===== src/design/mfp_pkg.sv =====
// ----------------------------------------------------------------------------
// mfp_pkg
// Shared types, constants and the CRC step of the frame parser.
// ----------------------------------------------------------------------------
`default_nettype none

package mfp_pkg;

	localparam logic [7:0]  START_V2      = 8'hFD;
	localparam logic [7:0]  START_V1      = 8'hFE;
	localparam logic [3:0]  HDR_LEN_V2    = 4'd9;
	localparam logic [3:0]  HDR_LEN_V1    = 4'd5;
	localparam logic [3:0]  SIG_LEN       = 4'd13;
	localparam logic [15:0] CRC_INIT      = 16'hFFFF;

	localparam logic [23:0] FIRST_ID_RST  = 24'd0;
	localparam logic [7:0]  FIRST_EX_RST  = 8'd50;
	localparam logic [23:0] SECOND_ID_RST = 24'd253;
	localparam logic [7:0]  SECOND_EX_RST = 8'd83;

	localparam int unsigned ADDR_W = 4;

	typedef enum logic [1:0] {
		REG_FIRST_ID  = 2'd0,
		REG_FIRST_EX  = 2'd1,
		REG_SECOND_ID = 2'd2,
		REG_SECOND_EX = 2'd3
	} reg_idx_t;

	typedef enum logic [2:0] {
		PH_WAIT    = 3'd0,
		PH_HEADER  = 3'd1,
		PH_PAYLOAD = 3'd2,
		PH_CRC1    = 3'd3,
		PH_CRC2    = 3'd4,
		PH_SIG     = 3'd5
	} phase_t;

	typedef enum logic [1:0] {
		ST_ACCEPTED   = 2'd0,
		ST_UNKNOWN_ID = 2'd1,
		ST_CRC_BAD    = 2'd2
	} status_t;

	typedef enum logic {
		KIND_PAYLOAD   = 1'b0,
		KIND_FRAME_END = 1'b1
	} kind_t;

	function automatic logic [15:0] crc_step(input logic [15:0] crc, input logic [7:0] b);
		logic [7:0] t;
		t = b ^ crc[7:0];
		t = t ^ {t[3:0], 4'b0000};
		return {8'h00, crc[15:8]} ^ {t, 8'h00} ^ {5'b00000, t, 3'b000} ^ {12'h000, t[7:4]};
	endfunction

endpackage

`default_nettype wire


===== src/design/mavlink_frame_parser_unit.sv =====
// ----------------------------------------------------------------------------
// mavlink_frame_parser_unit
// Byte-wise MAVLink v1/v2 frame parser with X.25 CRC check.
//
// Bytes enter on rx_valid/rx_byte and are taken when rx_stall is low. Each
// payload byte leaves as a kind 0 item, and each frame leaves one kind 1 item
// with its status; the consumer drops the payload unless that status is 0.
// Bytes outside a frame and header, CRC and signature bytes give no payload item.
// A byte's item reaches res_valid through the input register, then the result
// register; a stall can hold the byte in the input register.
// One byte is taken every cycle while rx_stall is low; the CRC step and the
// parser update sit in one stage between the two registers.
// When res_stall is high the result holds; the input register still
// advances while the result register is empty, so rx_stall rises only when
// both are full. Reset empties both registers, returns the parser to the
// hunt for a start byte and loads the register defaults. The user must write
// the APB port only while the block is idle; the block does not enforce this.
// ----------------------------------------------------------------------------
`default_nettype none

module mavlink_frame_parser_unit (
	input  wire logic                        clk,
	input  wire logic                        arst_n,
	input  wire logic                        rx_valid,
	output logic                             rx_stall,
	input  wire logic [7:0]                  rx_byte,
	output logic                             res_valid,
	input  wire logic                        res_stall,
	output logic                             kind,
	output logic [7:0]                       payload_index,
	output logic [7:0]                       payload_byte,
	output logic [1:0]                       status,
	output logic [23:0]                      message_id,
	output logic [7:0]                       sender_system,
	output logic [7:0]                       sender_component,
	output logic [7:0]                       payload_length,
	output logic                             is_version_two,
	input  wire logic                        psel,
	input  wire logic                        penable,
	input  wire logic                        pwrite,
	input  wire logic [mfp_pkg::ADDR_W-1:0]  paddr,
	input  wire logic [31:0]                 pwdata,
	output logic [31:0]                      prdata,
	output logic                             pready
);

	logic [23:0] first_id_q;
	logic [7:0]  first_ex_q;
	logic [23:0] second_id_q;
	logic [7:0]  second_ex_q;
	logic        cfg_wr;
	mfp_pkg::reg_idx_t cfg_idx;

	logic        valid_s1;
	logic [7:0]  byte_s1;
	logic        adv;
	logic        fire;

	mfp_pkg::phase_t phase_q, phase_d;
	logic        v2_q, v2_d;
	logic [3:0]  hdr_cnt_q, hdr_cnt_d;
	logic [7:0]  len_q, len_d;
	logic        signed_q, signed_d;
	logic [7:0]  sys_q, sys_d;
	logic [7:0]  comp_q, comp_d;
	logic [23:0] id_q, id_d;
	logic [7:0]  pay_cnt_q, pay_cnt_d;
	logic [3:0]  sig_cnt_q, sig_cnt_d;
	logic [15:0] crc_q, crc_d;
	logic [15:0] rcrc_q, rcrc_d;

	logic [15:0] crc_byte;
	logic [15:0] crc_extra;
	logic [7:0]  extra;
	logic        id_known;
	logic [3:0]  hdr_next;
	logic [3:0]  hdr_len;
	logic [8:0]  pay_next;
	logic [3:0]  sig_next;
	logic [15:0] rcrc_end;

	logic        has_res;
	logic        end_res;
	mfp_pkg::kind_t   res_kind;
	mfp_pkg::status_t res_status;

	logic        res_valid_q;
	logic        kind_q;
	logic [7:0]  idx_q;
	logic [7:0]  pbyte_q;
	logic [1:0]  status_q;
	logic [23:0] mid_q;
	logic [7:0]  osys_q;
	logic [7:0]  ocomp_q;
	logic [7:0]  olen_q;
	logic        ov2_q;

	// configuration port
	assign pready  = 1'b1;
	assign cfg_wr  = psel & penable & pwrite & pready;
	assign cfg_idx = mfp_pkg::reg_idx_t'(paddr[3:2]);

	always_ff @(posedge clk or negedge arst_n) begin
		if (!arst_n) begin
			first_id_q  <= mfp_pkg::FIRST_ID_RST;
			first_ex_q  <= mfp_pkg::FIRST_EX_RST;
			second_id_q <= mfp_pkg::SECOND_ID_RST;
			second_ex_q <= mfp_pkg::SECOND_EX_RST;
		end else if (cfg_wr) begin
			case (cfg_idx)
				mfp_pkg::REG_FIRST_ID:  first_id_q  <= pwdata[23:0];
				mfp_pkg::REG_FIRST_EX:  first_ex_q  <= pwdata[7:0];
				mfp_pkg::REG_SECOND_ID: second_id_q <= pwdata[23:0];
				mfp_pkg::REG_SECOND_EX: second_ex_q <= pwdata[7:0];
				default: ;
			endcase
		end
	end

	always_comb begin
		case (cfg_idx)
			mfp_pkg::REG_FIRST_ID:  prdata = {8'h00, first_id_q};
			mfp_pkg::REG_FIRST_EX:  prdata = {24'h000000, first_ex_q};
			mfp_pkg::REG_SECOND_ID: prdata = {8'h00, second_id_q};
			mfp_pkg::REG_SECOND_EX: prdata = {24'h000000, second_ex_q};
			default:                prdata = 32'h0;
		endcase
	end

	// input register
	assign adv      = !res_valid_q || !res_stall;
	assign fire     = valid_s1 && adv;
	assign rx_stall = valid_s1 && !adv;

	always_ff @(posedge clk or negedge arst_n) begin
		if (!arst_n) begin
			valid_s1 <= 1'b0;
		end else if (!rx_stall) begin
			valid_s1 <= rx_valid;
		end
	end

	always_ff @(posedge clk) begin
		if (!rx_stall && rx_valid) begin
			byte_s1 <= rx_byte;
		end
	end

	// parser datapath
	assign crc_byte  = mfp_pkg::crc_step(crc_q, byte_s1);
	assign hdr_next  = hdr_cnt_q + 4'd1;
	assign hdr_len   = v2_q ? mfp_pkg::HDR_LEN_V2 : mfp_pkg::HDR_LEN_V1;
	assign pay_next  = {1'b0, pay_cnt_q} + 9'd1;
	assign sig_next  = sig_cnt_q + 4'd1;
	assign rcrc_end  = (phase_q == mfp_pkg::PH_CRC2) ? {byte_s1, rcrc_q[7:0]} : rcrc_q;

	always_comb begin
		id_known = 1'b1;
		extra    = first_ex_q;
		if (id_q == first_id_q) begin
			extra = first_ex_q;
		end else if (id_q == second_id_q) begin
			extra = second_ex_q;
		end else begin
			id_known = 1'b0;
		end
	end

	assign crc_extra = mfp_pkg::crc_step(crc_q, extra);

	// next phase
	always_comb begin
		phase_d = phase_q;
		case (phase_q)
			mfp_pkg::PH_WAIT: begin
				if (byte_s1 == mfp_pkg::START_V2 || byte_s1 == mfp_pkg::START_V1) begin
					phase_d = mfp_pkg::PH_HEADER;
				end
			end
			mfp_pkg::PH_HEADER: begin
				if (hdr_next >= hdr_len) begin
					phase_d = (len_q != 8'd0) ? mfp_pkg::PH_PAYLOAD : mfp_pkg::PH_CRC1;
				end
			end
			mfp_pkg::PH_PAYLOAD: begin
				if (pay_next >= {1'b0, len_q}) begin
					phase_d = mfp_pkg::PH_CRC1;
				end
			end
			mfp_pkg::PH_CRC1: phase_d = mfp_pkg::PH_CRC2;
			mfp_pkg::PH_CRC2: phase_d = (v2_q && signed_q) ? mfp_pkg::PH_SIG : mfp_pkg::PH_WAIT;
			mfp_pkg::PH_SIG: begin
				if (sig_next >= mfp_pkg::SIG_LEN) begin
					phase_d = mfp_pkg::PH_WAIT;
				end
			end
			default: phase_d = mfp_pkg::PH_WAIT;
		endcase
	end

	// field updates and result
	always_comb begin
		v2_d      = v2_q;
		hdr_cnt_d = hdr_cnt_q;
		len_d     = len_q;
		signed_d  = signed_q;
		sys_d     = sys_q;
		comp_d    = comp_q;
		id_d      = id_q;
		pay_cnt_d = pay_cnt_q;
		sig_cnt_d = sig_cnt_q;
		crc_d     = crc_q;
		rcrc_d    = rcrc_q;
		has_res   = 1'b0;
		end_res   = 1'b0;
		case (phase_q)
			mfp_pkg::PH_WAIT: begin
				if (byte_s1 == mfp_pkg::START_V2 || byte_s1 == mfp_pkg::START_V1) begin
					v2_d      = (byte_s1 == mfp_pkg::START_V2);
					hdr_cnt_d = 4'd0;
					signed_d  = 1'b0;
					id_d      = 24'd0;
					pay_cnt_d = 8'd0;
					sig_cnt_d = 4'd0;
					crc_d     = mfp_pkg::CRC_INIT;
				end
			end
			mfp_pkg::PH_HEADER: begin
				crc_d     = crc_byte;
				hdr_cnt_d = hdr_next;
				if (v2_q) begin
					case (hdr_cnt_q)
						4'd0: len_d    = byte_s1;
						4'd1: signed_d = byte_s1[0];
						4'd4: sys_d    = byte_s1;
						4'd5: comp_d   = byte_s1;
						4'd6: id_d     = {16'h0000, byte_s1};
						4'd7: id_d     = {id_q[23:16], byte_s1, id_q[7:0]};
						4'd8: id_d     = {byte_s1, id_q[15:0]};
						default: ;
					endcase
				end else begin
					case (hdr_cnt_q)
						4'd0: len_d  = byte_s1;
						4'd2: sys_d  = byte_s1;
						4'd3: comp_d = byte_s1;
						4'd4: id_d   = {16'h0000, byte_s1};
						default: ;
					endcase
				end
				if (hdr_next >= hdr_len) begin
					pay_cnt_d = 8'd0;
				end
			end
			mfp_pkg::PH_PAYLOAD: begin
				crc_d     = crc_byte;
				pay_cnt_d = pay_next[7:0];
				has_res   = 1'b1;
			end
			mfp_pkg::PH_CRC1: begin
				rcrc_d = {8'h00, byte_s1};
			end
			mfp_pkg::PH_CRC2: begin
				rcrc_d = rcrc_end;
				if (v2_q && signed_q) begin
					sig_cnt_d = 4'd0;
				end else begin
					has_res = 1'b1;
					end_res = 1'b1;
				end
			end
			mfp_pkg::PH_SIG: begin
				sig_cnt_d = sig_next;
				if (sig_next >= mfp_pkg::SIG_LEN) begin
					has_res = 1'b1;
					end_res = 1'b1;
				end
			end
			default: ;
		endcase
	end

	always_comb begin
		res_kind   = end_res ? mfp_pkg::KIND_FRAME_END : mfp_pkg::KIND_PAYLOAD;
		res_status = mfp_pkg::ST_ACCEPTED;
		if (end_res) begin
			if (!id_known) begin
				res_status = mfp_pkg::ST_UNKNOWN_ID;
			end else if (crc_extra != rcrc_end) begin
				res_status = mfp_pkg::ST_CRC_BAD;
			end
		end
	end

	always_ff @(posedge clk or negedge arst_n) begin
		if (!arst_n) begin
			phase_q   <= mfp_pkg::PH_WAIT;
			v2_q      <= 1'b0;
			hdr_cnt_q <= 4'd0;
			len_q     <= 8'd0;
			signed_q  <= 1'b0;
			sys_q     <= 8'd0;
			comp_q    <= 8'd0;
			id_q      <= 24'd0;
			pay_cnt_q <= 8'd0;
			sig_cnt_q <= 4'd0;
			crc_q     <= mfp_pkg::CRC_INIT;
			rcrc_q    <= 16'd0;
		end else if (fire) begin
			phase_q   <= phase_d;
			v2_q      <= v2_d;
			hdr_cnt_q <= hdr_cnt_d;
			len_q     <= len_d;
			signed_q  <= signed_d;
			sys_q     <= sys_d;
			comp_q    <= comp_d;
			id_q      <= id_d;
			pay_cnt_q <= pay_cnt_d;
			sig_cnt_q <= sig_cnt_d;
			crc_q     <= crc_d;
			rcrc_q    <= rcrc_d;
		end
	end

	// result register
	always_ff @(posedge clk or negedge arst_n) begin
		if (!arst_n) begin
			res_valid_q <= 1'b0;
		end else if (adv) begin
			res_valid_q <= fire && has_res;
		end
	end

	always_ff @(posedge clk) begin
		if (fire && has_res) begin
			kind_q   <= res_kind;
			idx_q    <= end_res ? 8'd0 : pay_cnt_q;
			pbyte_q  <= end_res ? 8'd0 : byte_s1;
			status_q <= res_status;
			mid_q    <= id_q;
			osys_q   <= sys_q;
			ocomp_q  <= comp_q;
			olen_q   <= len_q;
			ov2_q    <= v2_q;
		end
	end

	assign res_valid        = res_valid_q;
	assign kind             = kind_q;
	assign payload_index    = idx_q;
	assign payload_byte     = pbyte_q;
	assign status           = status_q;
	assign message_id       = mid_q;
	assign sender_system    = osys_q;
	assign sender_component = ocomp_q;
	assign payload_length   = olen_q;
	assign is_version_two   = ov2_q;

	a_end_clean: assert property (@(posedge clk) disable iff (!arst_n)
		res_valid && kind == mfp_pkg::KIND_FRAME_END |-> payload_index == 8'd0 && payload_byte == 8'd0)
		else $error("frame end item carries payload data");

	a_payload_ok: assert property (@(posedge clk) disable iff (!arst_n)
		res_valid && kind == mfp_pkg::KIND_PAYLOAD |-> status == mfp_pkg::ST_ACCEPTED)
		else $error("payload item carries nonzero status");

	a_stall_full: assert property (@(posedge clk) disable iff (!arst_n)
		rx_stall |-> valid_s1 && res_valid_q && res_stall)
		else $error("input stalled while pipeline can advance");

	a_no_result_wait: assert property (@(posedge clk) disable iff (!arst_n)
		fire && phase_q == mfp_pkg::PH_WAIT |=> !res_valid || $stable(res_valid))
		else $error("result raised from idle phase");

endmodule

`default_nettype wire

===== config.mk =====
export PLATFORM = sky130hd
export DESIGN_NAME = mavlink_frame_parser_unit
export DESIGN_NICKNAME = d
export VERILOG_FILES = /design/src/design/mfp_pkg.sv /design/src/design/mavlink_frame_parser_unit.sv
export SDC_FILE = /design/constraint.sdc
export NUM_CORES = 1
export LEC_CHECK = 0
export BUFFER_PORTS_ARGS = -buffer_cell sky130_fd_sc_hd__buf_4
export CAP_MARGIN = 10
export CORE_AREA = 5 5 105 206
export DETAILED_ROUTE_END_ITERATION = 8
export DIE_AREA = 0 0 110 211
export PLACE_DENSITY = 0.9
export SLEW_MARGIN = 10
export SYNTH_ARGS = -nofsm -noshare
export SYNTH_HDL_FRONTEND = slang
export SYNTH_SLANG_ARGS = --single-unit
export TNS_END_PERCENT = 10

===== constraint.sdc =====
create_clock -name clk -period 7.75 [get_ports clk]
set_clock_uncertainty 0.2 [all_clocks]
set_input_delay 1.55 -clock clk [delete_from_list [all_inputs] [get_ports clk]]
set_output_delay 1.55 -clock clk [all_outputs]
set_load 0.05 [all_outputs]

==> flow_summary.toml, run 1 <==
[detailed_routing]
routed_wl_um = 28990
vias_per_cell = 5.814
dr.first_iter.drc_count = 533
wl_per_cell_um = 21.27
dr_total_vias = 7925
drc = 0
dr.pass1.iters = 5
ant_nets = 0

[power]
p_per_area_nw_per_um2 = 356.6
netSwitchingFraction_pct = 38.01
p_int_mw = 2.993
combPwrFrac_pct = 35.7
leakage_nw = 5.863
p_total_mw = 4.828
vdd_drop_max_uv = 232.7
clockPowerShare_pct = 23.6
power_switching_mw = 1.835
seq_power_share_pct = 40.6

[floorplanning]
die_area_um2 = 23210
die_h_um = 211
row_count = 73
die_w_um = 110
io_pins = 154
start_util_pct = 58.13
coreArea_um2 = 19820

[cts]
clk_pin_slew_worst_paths_ns = 0.07
cts-root-buf = "clkbuf_16"
cts_hold_buf = 0
cts_resized = 0
numClockSinks = 243
clk_latency_ns = 0.51
cts_tree = "yes"
cts_setup_buffers = 0
htree_num_levels = 1
clock_path_buffers = 3
cts-buffers-inserted = 22

[sta]
setup_viol = 0
rsz0062_at_grt = "false"
hold_viol = 0
tightest_slew_ns = 1.126
final.period_utilization_pct = 59.69
maxSlewViolCount = 0
slew_headroom_pct = 24.81
layout_min_cycle_time_ns = 4.626
fin_setup_tns_ns = 0
clock.fmax_mhz = 216.2

[finish]
final_cells = 1363
nets = 1153
drive_above_1_share_pct = 29.45
post-route-util_pct = 68.31
fill_cells = 1374
area_growth_pct = 17.50

[setup_path]
crit_slowest_cell = "mux4_2"
cp-end-kind = "primary output"
crit_type = "in -> out"
path_max_fanout = 27
critPathMaxStageDelay_ns = 0.66
start_kind = "primary input"
crit_top_cell = "buf_4"
path_cells = "buf_4 > mux4_2 > buf_4"
required_ns = 6.00
worst_ep_arrival_time_ns = 2.88

[synthesis]
ys.warnings.count = 0
synth-async-reset-ratio_pct = 68.72
yosysSeqAreaShare_pct = 56.40
synth_edf_count = 76
synthCells = 961
synth_flop_cell = "dfrtp_1"
synth_cell_types = 56
netlist_area_um2 = 11520
syn-mean-instance-area_um2 = 11.99
synth_seq_cells = 243

[worst_hold_path]
hold_class = "reg -> reg"

[place]
hpwl_um = 20510
numPortBuffers = 134
dp.cells = 1322
routabilityCongestion = 0.9458

[global_routing]
grt_pass1_vias = 8385
grt_pass1_wl_um = 44590
grt_max_degree = 107
gr-total-overflow = 0
grt_usage_pct = 25.21
antenna_found_initial = 1

[flow_run]
cap_viol_max_count = 0

[outcome]
status = "finished clean"
-- logic make-up after synthesis --
family	count (synthesis)	share of synthesized area [%]
XOR/XNOR	103	8.068
adder cells (fa/ha/maj)	18	1.955
other	2	0.06518
AO/OA/AOI/OAI	126	6.950
AND/OR/NAND/NOR	279	11.74
flip-flops	243	56.40
multiplexers	120	12.24
buffers and inverters	70	2.584
-- synth_stat cells (18+ instances only) --
library cell	count	area, um2
mux2_2	84	945.9
nand2_1	112	420.4
dfstp_2	30	788.3
and2_1	18	112.6
xnor2_1	63	551.8
xor2_1	38	332.8
mux2i_1	27	270.3
nand3_1	18	90.09
ha_1	18	225.2
o21ai_0	53	265.3
nor2_1	53	198.9
dfrtp_1	137	3428
clkbuf_1	42	157.7
nor2b_1	19	118.9
edfxtp_1	76	2282
-- stage by stage --
| step | area [um2] | setup slack (ns) | hold slack, ns |
|---|---|---|---|
| after floorplan | 11550 | 2.003 | 0.2211 |
| after global placement | 12770 | 3.146 | 0.2271 |
| after detailed placement | 12770 | 3.140 | 0.2306 |
| after CTS | 13540 | 3.140 | 0.2464 |
| after global routing | 13540 | 3.117 | 0.2616 |
| final | 13540 | 3.124 | 0.2430 |
-- power by group through the flow --
stage | logic, mW | clock network [mW] | registers [mW]
6_report | 1.73 | 1.14 | 1.96
5_1_grt | 1.85 | 1.21 | 2.00
4_1_cts | 1.73 | 1.15 | 1.96
3_5_place_dp | 1.71 | 0 | 1.98
3_3_place_gp | 1.65 | 0 | 1.96
2_1_floorplan | 1.05 | 0 | 2.12
-- worst max-delay path, delay by kind of cell --
family                 cells  cell delay, ns
buffers and inverters      2            0.64
muxes                      1            0.66
-- flip-flops by register name, indices dropped and copies added (netlist names), 2 cells and up --
register / count
phase_q: 3
id_q: 24
crc_q: 16
sig_cnt_q: 4
payload_index: 8
pay_cnt_q: 8
second_ex_q: 8
sys_q: 8
first_ex_q: 8
sender_component: 8
sender_system: 8
rcrc_q: 16
byte_s1: 8
first_id_q: 24
message_id: 24
len_q: 8
payload_byte: 8
second_id_q: 24
status: 2
comp_q: 8
hdr_cnt_q: 4
payload_length: 8
-- layout make-up --
cell class                 instances  area, um2  share of cell area (%)
sequential                       243       6499                   48.00
multi-input combinational        655       4787                   35.36
timing repair buffer             145       1092                   8.068
clock buffer                      26      608.1                   4.491
tap                              262      327.8                   2.421
clock inverter                    14      158.9                   1.174
inverter                          17      63.81                  0.4713
antenna                            1      2.502                 0.01848
-- layout by cell type, fill, tap and decap left out, types with 10 or more instances in the layout --
master / netlist / final
nor2b_1: 19 / 19
nor2_1: 53 / 53
dfrtp_1: 137 / 137
edfxtp_1: 76 / 76
xnor2_1: 63 / 63
nand4_1: 15 / 15
mux2_2: 84 / 84
mux2i_1: 27 / 27
o21ai_0: 53 / 53
xor2_1: 38 / 38
and2_1: 18 / 18
a21oi_1: 11 / 10
a21o_1: 10 / 10
buf_4: 9 / 144
clkbuf_16: 0 / 24
inv_1: 17 / 17
nand3_1: 18 / 18
a31oi_1: 15 / 15
nand2_1: 112 / 112
ha_1: 18 / 18
dfstp_2: 30 / 30
-- metal layers --
layer | track usage [%] | up-vias | share of wire (%)
li1 | - | 3614 | -
met5 | 0 | - | 0
met1 | 26.30 | 3881 | 32
met2 | 45.64 | 314 | 55
met3 | 2.998 | 116 | 5.5
met4 | 17.13 | 0 | 7.5
-- final timing paths --
path                       startpoint                   to  slack [ns]  cells past startpoint
max                          paddr[3]            prdata[0]        3.12                      3
min                         comp_q[1]  sender_component[1]        0.24                      0
max reg2reg                  id_q[17]            status[1]        3.71                      9
min reg2reg                 comp_q[1]  sender_component[1]        0.24                      0
max in group asynchronous      arst_n             id_q[17]        4.94                      2
min in group asynchronous      arst_n            rcrc_q[1]        0.95                      1
Note: power is estimated with default switching activity, not from simulation.
==> run 2, diff against run 1 <==
Settings changed: ABC_AREA from default to 1, CORE_AREA 5 5 105 206 to 5 5 109 213, DIE_AREA 0 0 110 211 to 0 0 114 218, PLACE_DENSITY 0.9 to 0.88.
Clock period 7.75 ns to 4.8 ns, I/O delays scaled along.
==> run 2 against run 1 <==
Utilization decreased by 2.5 points; count of clock-buffer cells in the layout decreased by 2; non-clock buffer count decreased by 3.
==> flow_summary.toml, run 2 <==
[detailed_routing]
routed_wl_um = 32820
vias_per_cell = 5.537
dr.first_iter.drc_count = 711
wl_per_cell_um = 17.81
ant_nets = 0
dr.pass1.iters = 7
drc = 0
dr_total_vias = 10204

[place]
numPortBuffers = 134
routabilityCongestion = 0.9586
post_dp_cell_area_um2 = 13310
hpwl_um = 24320

[cts]
cts_setup_buffers = 0
htree_num_levels = 1
cts_hold_buf = 0
numClockSinks = 243
cts_tree = "yes"
cts-buffers-inserted = 22
clk_pin_slew_worst_paths_ns = 0.07
clock_path_buffers = 3
cts-root-buf = "clkbuf_16"
clk_latency_ns = 0.55
cts_resized = 0

[sta]
rsz0062_at_grt = "false"
clock.fmax_mhz = 285.5
hold_viol = 0
final.period_utilization_pct = 72.96
slew_headroom_pct = 33.89
setup_viol = 0
fin_setup_tns_ns = 0
layout_min_cycle_time_ns = 3.502
tightest_slew_ns = 0.9917
maxSlewViolCount = 0

[finish]
final_common_cell = "nand2_1"
final_cell_mix = "395 x nand2_1, 194 x inv_1, 163 x o21ai_0"
nets = 1624
drive_above_1_share_pct = 15.54
area_growth_pct = 16.59
antenna-diode-count = 0
final_area_um2 = 14070

[synthesis]
synth_top_area_share_pct = 28.40
yosys-top-cells-count = "395 x nand2_1, 195 x inv_1, 163 x o21ai_0, 137 x dfrtp_1, 115 x nand3_1"
synth_edf_count = 76
synth_top_area_cell = "dfrtp_1"
synth_flop_cell = "dfrtp_1"
synthCells = 1427
syn-mean-instance-area_um2 = 8.459
synth-async-reset-ratio_pct = 68.72
synth_seq_cells = 243
synth.most_common_cell = "nand2_1"
yosysSeqAreaShare_pct = 53.83
netlist_area_um2 = 12070
ys.warnings.count = 0
synth_cell_types = 47
yosys-top-cells-area = "dfrtp_1 28%, edfxtp_1 19%, nand2_1 12%"

[setup_path]
required_ns = 4.87
crit_slowest_cell = "nand2_1"
crit_buf_inv = 3
worst_ep_arrival_time_ns = 3.57
critPathMaxStageDelay_ns = 0.52
cpLargestDelayFamily = "simple AND/OR/NAND/NOR gates"
path_max_fanout = 68
path_cells = "nor2_1 > nand2_1 > clkinv_1 > o21ai_0 > nand2_1 > o21ai_0 > inv_2 > buf_12"
reg2reg_setup_slack_ns = 1.30
cp-end-kind = "flip-flop"
start_kind = "flip-flop"
crit_type = "reg -> reg"

[power]
leakage_nw = 6.766
vdd_drop_max_uv = 482.8
p_per_area_nw_per_um2 = 639.1

[flow_run]
cap_viol_max_count = 0

[global_routing]
grt_usage_pct = 26.46
gr-total-overflow = 0
antenna_found_initial = 0
grt_pass1_vias = 10116
grt_pass1_wl_um = 51290
grt_max_degree = 107

[floorplanning]
die_h_um = 218
row_count = 76
die_area_um2 = 24850
coreArea_um2 = 21400
die_w_um = 114
io_pins = 154
start_util_pct = 56.42

[outcome]
status = "finished clean"

[worst_hold_path]
hold_class = "reg -> reg"
[run 2: area by class of cell]
class / instances / area [um2]
clock inverters: 15 / 206.4
inverters: 207 / 777.0
clock buffers: 24 / 558.0
multi-input cells: 939 / 4598
fillers: 1694 / 7321
flip-flops and latches: 243 / 6499
repair buffers: 142 / 1095
well taps: 273 / 341.6
[run 2: metrics by stage]
| stage | power (mW) | worst slack, ns | utilization [%] | std cells | hold WS [ns] |
|---|---|---|---|---|---|
| floorplan | 5.990 | 0.9663 | - | 1434 | 0.2253 |
| global placement | 6.921 | 1.400 | 62.21 | 1804 | 0.2318 |
| detailed placement | 7.076 | 1.304 | 62.21 | 1804 | 0.2341 |
| CTS | 8.964 | 1.291 | 65.78 | 1843 | 0.2520 |
| global route | 9.530 | 0.9859 | 65.78 | 1843 | 0.2560 |
| finish | 8.996 | 1.298 | 65.78 | 1843 | 0.2506 |
[run 2: power breakdown]
part           switching, mW  internal, mW
clock                  0.802          1.07
sequential             0.513          2.89
combinational           2.56          1.17
[run 2: kinds of logic after synthesis]
family / synth area share (%)
flops: 53.84
mux: 0.09328
other cells: 0.06221
buf+inv: 8.292
xor+xnor: 3.337
simple gates: 22.10
fa+ha+maj: 1.866
compound gates: 10.42
[run 2: worst reg2reg max path, delay by kind of cell (launching register included)]
kind / cells / cell delay (ns)
AOI/OAI and AO/OA: 2 / 0.81
buffers and inverters: 3 / 0.79
DFF: 1 / 0.42
and+or+nand+nor: 3 / 1.00
[run 2: worst paths after layout]
path,cells after the start,endpoint,start
worst max register to register,8,message_id[14],phase_q[1]
worst min register to register,0,sender_system[3],sys_q[3]
worst max-delay path,8,message_id[14],phase_q[1]
min in group asynchronous,1,first_id_q[14],arst_n
max in group asynchronous,2,crc_q[8],arst_n
worst min-delay path,0,sender_system[3],sys_q[3]
[run 2: per-layer routing]
layer / GRT usage (%) / wire length [um]
met1: 27.73 / 10920
met5: 0 / 0
met3: 3.221 / 2123
met4: 20.02 / 2822
met2: 47.14 / 16950
